**src/rtl/bma_pkg.sv**
```systemverilog
// ----------------------------------------------------------------------------
// Buddy allocator package
// Widths, register and status codes, and the command/status bundles shared
// by the controller and the datapath.
// ----------------------------------------------------------------------------
package bma_pkg;

  localparam int UnitsLog2 = 10;
  localparam int NodeW     = UnitsLog2 + 1;
  localparam int WordLog2  = (UnitsLog2 >= 5) ? 5 : UnitsLog2;
  localparam int WordBits  = 1 << WordLog2;
  localparam int WordIdxW  = NodeW - WordLog2;
  localparam int NumWords  = 1 << WordIdxW;
  localparam int NumUnits  = 1 << UnitsLog2;
  localparam int LvlW      = $clog2(UnitsLog2 + 1);
  localparam int EffLvlW   = $clog2(UnitsLog2 + 2);
  localparam int LvlCmpW   = EffLvlW + 1;

  localparam int AddrW    = 26;
  localparam int LenW     = 26;
  localparam int NeedW    = 28;
  localparam int PoolW    = 27;
  localparam int BlogW    = 5;
  localparam int LevelsW  = 4;
  localparam int HdrW     = 6;
  localparam int CfgIdxW  = 2;
  localparam int CfgDataW = 6;
  localparam int StatW    = 2;

  localparam logic [CfgIdxW-1:0] CfgBlockLog2 = 2'd0;
  localparam logic [CfgIdxW-1:0] CfgLevels    = 2'd1;
  localparam logic [CfgIdxW-1:0] CfgHeader    = 2'd2;

  localparam logic [StatW-1:0] StOk      = 2'd0;
  localparam logic [StatW-1:0] StNoMem   = 2'd1;
  localparam logic [StatW-1:0] StBadLen  = 2'd2;
  localparam logic [StatW-1:0] StBadAddr = 2'd3;

  localparam logic CmdFree = 1'b1;

  typedef struct packed {
    logic             clr_step;
    logic             load;
    logic             pick_level;
    logic             scan_rd;
    logic             scan_next_word;
    logic             scan_next_level;
    logic             take_hit;
    logic             desc;
    logic             desc_keep;
    logic             unit_calc;
    logic             am_rd;
    logic             am_wr;
    logic             am_mark;
    logic             load_free;
    logic             merge_up;
    logic             bf_rd;
    logic             bf_wr;
    logic             sel_buddy;
    logic             wr_val;
    logic             set_stat;
    logic [StatW-1:0] stat_code;
    logic             set_res;
  } cmd_t;

  typedef struct packed {
    logic cfg_wr;
    logic clr_last;
    logic is_free;
    logic bad_len;
    logic no_fit;
    logic bad_addr;
    logic scan_hit;
    logic more_words;
    logic lvl_below_top;
    logic can_split;
    logic am_mark;
    logic buddy_free;
  } sts_t;

endpackage

```
**src/rtl/bma_ctrl.sv**
```systemverilog
// ----------------------------------------------------------------------------
// Buddy allocator controller
// Sequences the pool clear, the allocate search and split, and the free and
// merge walk over the datapath.
// ----------------------------------------------------------------------------
module bma_ctrl (
  input  logic          clk,
  input  logic          rst,
  input  logic          in_valid,
  output logic          in_ready,
  input  logic          out_busy,
  output logic          out_load,
  input  bma_pkg::sts_t sts,
  output bma_pkg::cmd_t cmd
);

  localparam logic [4:0] S_CLEAR  = 5'd0;
  localparam logic [4:0] S_IDLE   = 5'd1;
  localparam logic [4:0] S_CHECK  = 5'd2;
  localparam logic [4:0] S_SRD    = 5'd3;
  localparam logic [4:0] S_SCHK   = 5'd4;
  localparam logic [4:0] S_CUT_RD = 5'd5;
  localparam logic [4:0] S_CUT_WR = 5'd6;
  localparam logic [4:0] S_SPL_RD = 5'd7;
  localparam logic [4:0] S_SPL_WR = 5'd8;
  localparam logic [4:0] S_AFIN   = 5'd9;
  localparam logic [4:0] S_FRD    = 5'd10;
  localparam logic [4:0] S_FCHK   = 5'd11;
  localparam logic [4:0] S_MTEST  = 5'd12;
  localparam logic [4:0] S_MCHK   = 5'd13;
  localparam logic [4:0] S_TOP_WR = 5'd14;
  localparam logic [4:0] S_DONE   = 5'd15;

  logic [4:0] state;
  logic [4:0] state_next;

  always_ff @(posedge clk) begin
    if (rst) begin
      state <= S_CLEAR;
    end else begin
      state <= state_next;
    end
  end

  always_comb begin
    cmd        = '0;
    state_next = state;
    in_ready   = 1'b0;
    out_load   = 1'b0;
    unique case (state)
      S_CLEAR: begin
        cmd.clr_step = 1'b1;
        if (sts.clr_last) state_next = S_IDLE;
      end
      S_IDLE: begin
        in_ready = 1'b1;
        if (in_valid) begin
          cmd.load   = 1'b1;
          state_next = S_CHECK;
        end
      end
      S_CHECK: begin
        if (!sts.is_free) begin
          if (sts.bad_len) begin
            cmd.set_stat  = 1'b1;
            cmd.stat_code = bma_pkg::StBadLen;
            state_next    = S_DONE;
          end else if (sts.no_fit) begin
            cmd.set_stat  = 1'b1;
            cmd.stat_code = bma_pkg::StNoMem;
            state_next    = S_DONE;
          end else begin
            cmd.pick_level = 1'b1;
            state_next     = S_SRD;
          end
        end else if (sts.bad_addr) begin
          cmd.set_stat  = 1'b1;
          cmd.stat_code = bma_pkg::StBadAddr;
          state_next    = S_DONE;
        end else begin
          cmd.unit_calc = 1'b1;
          state_next    = S_FRD;
        end
      end
      S_SRD: begin
        cmd.scan_rd = 1'b1;
        cmd.bf_rd   = 1'b1;
        state_next  = S_SCHK;
      end
      S_SCHK: begin
        if (sts.scan_hit) begin
          cmd.take_hit = 1'b1;
          state_next   = S_CUT_RD;
        end else if (sts.more_words) begin
          cmd.scan_next_word = 1'b1;
          state_next         = S_SRD;
        end else if (sts.lvl_below_top) begin
          cmd.scan_next_level = 1'b1;
          state_next          = S_SRD;
        end else begin
          cmd.set_stat  = 1'b1;
          cmd.stat_code = bma_pkg::StNoMem;
          state_next    = S_DONE;
        end
      end
      S_CUT_RD: begin
        cmd.bf_rd  = 1'b1;
        state_next = S_CUT_WR;
      end
      S_CUT_WR: begin
        // take the found block off the free map
        cmd.bf_wr  = 1'b1;
        cmd.wr_val = 1'b0;
        if (sts.can_split) begin
          cmd.desc      = 1'b1;
          cmd.desc_keep = 1'b1;
          state_next    = S_SPL_RD;
        end else begin
          state_next = S_AFIN;
        end
      end
      S_SPL_RD: begin
        cmd.bf_rd  = 1'b1;
        state_next = S_SPL_WR;
      end
      S_SPL_WR: begin
        // free the upper half at this level
        cmd.bf_wr  = 1'b1;
        cmd.wr_val = 1'b1;
        if (sts.can_split) begin
          cmd.desc   = 1'b1;
          state_next = S_SPL_RD;
        end else begin
          state_next = S_AFIN;
        end
      end
      S_AFIN: begin
        cmd.am_wr   = 1'b1;
        cmd.am_mark = 1'b1;
        cmd.set_res = 1'b1;
        state_next  = S_DONE;
      end
      S_FRD: begin
        cmd.am_rd  = 1'b1;
        state_next = S_FCHK;
      end
      S_FCHK: begin
        if (!sts.am_mark) begin
          cmd.set_stat  = 1'b1;
          cmd.stat_code = bma_pkg::StBadAddr;
          state_next    = S_DONE;
        end else begin
          cmd.am_wr     = 1'b1;
          cmd.load_free = 1'b1;
          state_next    = S_MTEST;
        end
      end
      S_MTEST: begin
        cmd.bf_rd = 1'b1;
        if (sts.lvl_below_top) begin
          cmd.sel_buddy = 1'b1;
          state_next    = S_MCHK;
        end else begin
          state_next = S_TOP_WR;
        end
      end
      S_MCHK: begin
        cmd.bf_wr = 1'b1;
        if (sts.buddy_free) begin
          // absorb the buddy and climb
          cmd.sel_buddy = 1'b1;
          cmd.wr_val    = 1'b0;
          cmd.merge_up  = 1'b1;
          state_next    = S_MTEST;
        end else begin
          cmd.wr_val = 1'b1;
          state_next = S_DONE;
        end
      end
      S_TOP_WR: begin
        cmd.bf_wr  = 1'b1;
        cmd.wr_val = 1'b1;
        state_next = S_DONE;
      end
      S_DONE: begin
        if (!out_busy) begin
          out_load   = 1'b1;
          state_next = S_IDLE;
        end
      end
      default: state_next = S_CLEAR;
    endcase
    // a register write restarts the pool
    if (sts.cfg_wr) state_next = S_CLEAR;
  end

endmodule

```
**config.mk**
```make
export PLATFORM = sky130hd
export DESIGN_NAME = bma_ctrl
export DESIGN_NICKNAME = d
export VERILOG_FILES = /design/src/rtl/bma_pkg.sv /design/src/rtl/bma_ctrl.sv
export SDC_FILE = /design/constraint.sdc
export NUM_CORES = 1
export LEC_CHECK = 0
export BUFFER_PORTS_ARGS = -buffer_cell sky130_fd_sc_hd__buf_2
export CELL_PAD_IN_SITES_DETAIL_PLACEMENT = 2
export CELL_PAD_IN_SITES_GLOBAL_PLACEMENT = 2
export CORE_UTILIZATION = 20
export DETAILED_ROUTE_END_ITERATION = 7
export HOLD_SLACK_MARGIN = 0.12
export PLACE_DENSITY_LB_ADDON = 0.1
export SYNTH_ARGS = -nofsm -noshare
export SYNTH_HDL_FRONTEND = slang
export SYNTH_SLANG_ARGS = --single-unit
```
**constraint.sdc**
```tcl
create_clock -name clk -period 1.46 [get_ports clk]
set_input_delay 0.146 -clock clk [delete_from_list [all_inputs] [get_ports clk]]
set_output_delay 0.146 -clock clk [all_outputs]
set_load 0.01 [all_outputs]
```
* Word-level counts from Yosys, hierarchy flattened
Cells that the tools add are included.
W data, S select, Z words.
** Storage, ports and cells
- Bits in read-only memories :: 0
- Bits in registers :: 5
- Output and inout bits :: 25
- Memory bits (writable) :: 0
- Word-level logic and storage cells :: 87
- Memories kept :: 0
- Bits in latches :: 0
** Operators by class
- Multiply operators :: 0
- Equal/unequal tests :: 18
- Multiplexer cells :: 60
- Bitwise operators :: 0
- Shift operators :: 0
- Add/sub/neg operators :: 0
- Div/mod/pow operators :: 0
- $lt $le $gt $ge :: 0
- Reductions and logical operators :: 8
** Operator list (number)
- $pmux W5 S14 :: 1
- $eq A5 B4 Y1 const B :: 8
- $mux W3 :: 10
- $mux W5 :: 6
- $mux W1 :: 29
- $eq A5 B3 Y1 const B :: 4
- $mux W4 :: 4
- $eq A5 B2 Y1 const B :: 2
- $mux W2 :: 5
- $pmux W3 S3 :: 1
- $pmux W1 S2 :: 4
- $reduce_or A2 Y1 :: 4
- $reduce_or A4 Y1 :: 2
- $ne A2 B2 Y1 const B :: 3
- $eq A5 B1 Y1 const B :: 1
- $logic_not A5 Y1 :: 1
- $reduce_and A3 Y1 :: 1

* Logic depth before layout (Yosys ltp)
- Word-level depth :: 4
- Gate-level depth with buffers :: 6

* Worst setup path after synthesis
No wires, ideal clock.
- Path type :: register -> output
- From :: register state[0]
- To :: output port cmd[11] (netlist bit)
- Path slack :: -0.051 ns
- Data required time :: 1.314 ns
- Stages on the path, launching flop included :: 6
- Data arrival time :: 1.365 ns
- Path through :: dfxtp_1 > buf_2 > buf_2 > nand2_1 > nor3_1 > or2_2
** RTL lines
- start, declared :: line bma_ctrl.sv:34 : logic [4:0] state;
- start signal, assigned :: line bma_ctrl.sv:41 : state <= state_next;
- end, declared :: line bma_ctrl.sv:14 : output bma_pkg::cmd_t cmd

* Final worst setup path
- From :: register state[1]
- To :: register state[2]
** Between the ends
- Longest elaborated chain between the ends :: 3
** RTL lines
- $eq A5 B4 Y1, or another cell as far along :: line bma_ctrl.sv:50 : unique case (state)
- $reduce_or A2 Y1 (no source line) / $ne A2 B2 Y1 (equally long branches)
- $pmux W5 S14 / $reduce_and A3 Y1 (equally long branches)
Parallel ways exist; a longest one is shown, timed or not.
A chain may end at the register's enable or synchronous reset.

==> out/metrics.csv <==
metric,value,unit
status,finished with violations,
violations,setup timing,
drive_gt1_share,73.23,%
vias,1226,
slew_headroom,76.77,%
dieWidth,63.98,um
antenna_found_initial,0,
nFillCells,422,
setup_violations,22,
slew_violations,0,
max_freq,586.3,MHz
final_common_cell,buf_4,
layout_common_cells,"buf_4, buf_2, buf_6",
fp.dieH,63.98,um
start_util,20.98,%
grt.met2_usage,37.77,%
boundaryPins,41,
path_max_fanout,6,
met1_usage,27.72,%
avgSynthCellArea,6.799,um2
grt_util_met3,4.107,%
hold_class,primary input to flip-flop,
cts-hold-fix-buffers,0,
cts_tree,built,
grt_max_degree,12,
route.antenna.remaining_nets,0,
gp_congestion,0.7922,
r2r-end,state[2],
cp.arrival,1.85,ns
hold_viol,0,
stdcell_area,1685,um2
fin_crit_sh,116.8,%
setup_slack,-0.2455,ns
hp-start,rst,
area_growth,119.4,%
dieArea,4093,um2
dp_hpwl,2771,um
maxCapViolCount,0,
syn-instance-count,113,
cts-root-buf,clkbuf_8,
drc_errors,0,
grt_pass1_wl,6651,um
worst_r2r_path_depth,7,
drt-pass1-iter-count,6,
fin_worst_skew,0.0004735,ns
holdPathStages,3,
largest_register_ffs,4,
track_usage,21.43,%
critPathLaunchType,flip-flop,
yosysSeqAreaShare,10.42,%
core,3661,um2
max-clock-path-buffers,2,
hold_end,state[2],
post_dp_cell_area,1196,um2
multiInputGateArea,802.0,um2
power.density,713.5,nW/um2
grt_pass1_vias,1272,
numCtsBuffers,3,
regToRegSetupSlack,-0.25,ns
cp-end-kind,flip-flop,
fin_crit,1.706,ns
vias_per_cell,4.984,
reg2reg_from,state[1],
gr-max-usage-layer,met2,
worstPathRequired,1.60,ns
p_leak,0.7846,nW
rsz0062_at_grt,true,
synth_nets,129,
rows,22,
seqCellArea,92.59,um2
clkLatencyLatePin,0.23,ns
max_slew.worst_pin.slew,0.3455,ns
diodes,0,
synth.cell_area,768.2,um2
ys.flop_type,dfxtp_1,
ir_drop,0.4495,mV
synth-seq-cells,4,
drtIter0Drc,43,
ys_warn_count,0,
async_reset_ff_share,0,%
synth_edf_count,0,
wl_per_cell,19.52,um
cts_max_level,1,
grt_overflow,0,
cts.clk_slew.worst_paths,0.04,ns
portBuffers,40,
reg_top3,state: 4 flops,
clock-sinks,4,
critPathKind,flip-flop to flip-flop,
regMostFlops,state,
fin_util,46.04,%
ys_types,46,
drt-total-wl,4802,um
final_net_count,216,
setup_tns,-2.909,ns
[synth_stat cells (all sizes together) (2+ instances only)]
cell | instances | share of area (%)
a211oi | 5 | 6.2
a21oi | 7 | 4.6
and2 | 2 | 1.6
and3 | 2 | 1.6
buf | 8 | 6.2
clkbuf | 2 | 0.98
dfxtp | 4 | 10
inv | 5 | 2.4
nand2 | 5 | 2.8
nand2b | 6 | 4.9
nand3 | 2 | 1.3
nor2 | 16 | 7.8
nor2b | 2 | 1.6
nor3 | 7 | 5.2
nor4 | 2 | 3.6
o21a | 2 | 2.0
o21ai | 7 | 4.6
o21bai | 2 | 2.0
o22ai | 2 | 1.6
or2 | 4 | 3.3
or3b | 3 | 3.4
[per-layer routing]
| layer | share of wire [%] | up-vias |
|---|---|---|
| met3 | 3.9 | 6 |
| met5 | 0 | - |
| li1 | - | 582 |
| met4 | 1.6 | 0 |
| met2 | 52 | 36 |
| met1 | 43 | 602 |
[per-stage QoR]
stage | power (mW) | worst slack, ns | hold WS, ns | std cells
floorplan | 0.4098 | 0.02004 | 0.3430 | 113
global placement | 0.6344 | -0.2206 | 0.4717 | 220
detailed placement | 0.6435 | -0.2486 | 0.4806 | 220
CTS | 1.051 | -0.2494 | 0.2486 | 238
global route | 1.273 | -0.3177 | 0.2594 | 246
finish | 1.202 | -0.2455 | 0.2605 | 246
[critical path, stage by stage, from the launching register on]
cell	delay [ns]
dfxtp_4	0.35
buf_4	0.13
buf_4	0.13
nor4_2	0.32
o21a_2	0.27
nor3_2	0.06
buf_4	0.15
a211oi_2	0.20
[cell families (layout without fill, tap and decap cells)]
family | Yosys count | count (layout) | share of synthesized area, %
AO/OA/AOI/OAI | 35 | 35 | 32.41
AND/OR/NAND/NOR | 58 | 58 | 46.26
multiplexers | 1 | 1 | 1.303
buffers and inverters | 15 | 100 | 9.609
flip-flops | 4 | 4 | 10.42
[worst max path at each step]
stage                  start        to  slack [ns]  cells after the start
finish              state[1]  state[2]       -0.25                      7
global placement    state[2]  state[2]       -0.22                      4
global route        state[1]  state[2]       -0.32                      7
floorplan           state[1]  state[2]        0.02                      5
detailed placement  state[2]    cmd[3]       -0.25                      5
CTS                 state[3]    cmd[3]       -0.25                      6
[where the power goes]
group / internal, mW / total, mW / switching, mW / leakage [nW]
logic: 0.414 / 0.794 / 0.380 / 0.728
clock network: 0.178 / 0.259 / 0.0811 / 0.0216
registers: 0.123 / 0.149 / 0.0259 / 0.0353
[what timing repair did]
action | CTS | global route
setup endpoints to repair | 29 | 28
cloned | 0 | 0
pin swaps | 19 | 16
hold endpoints to repair | 0 | 0
buffers inserted | 15 | 10
resized for setup | 52 | 26
[final cells by class]
type	count	area share, %
multi-input cells	94	47.59
repair buffers	92	39.64
flip-flops and latches	4	5.494
well taps	48	3.563
clock buffers	3	2.450
inverters	5	1.262
Power figures use the tool's default switching activity.
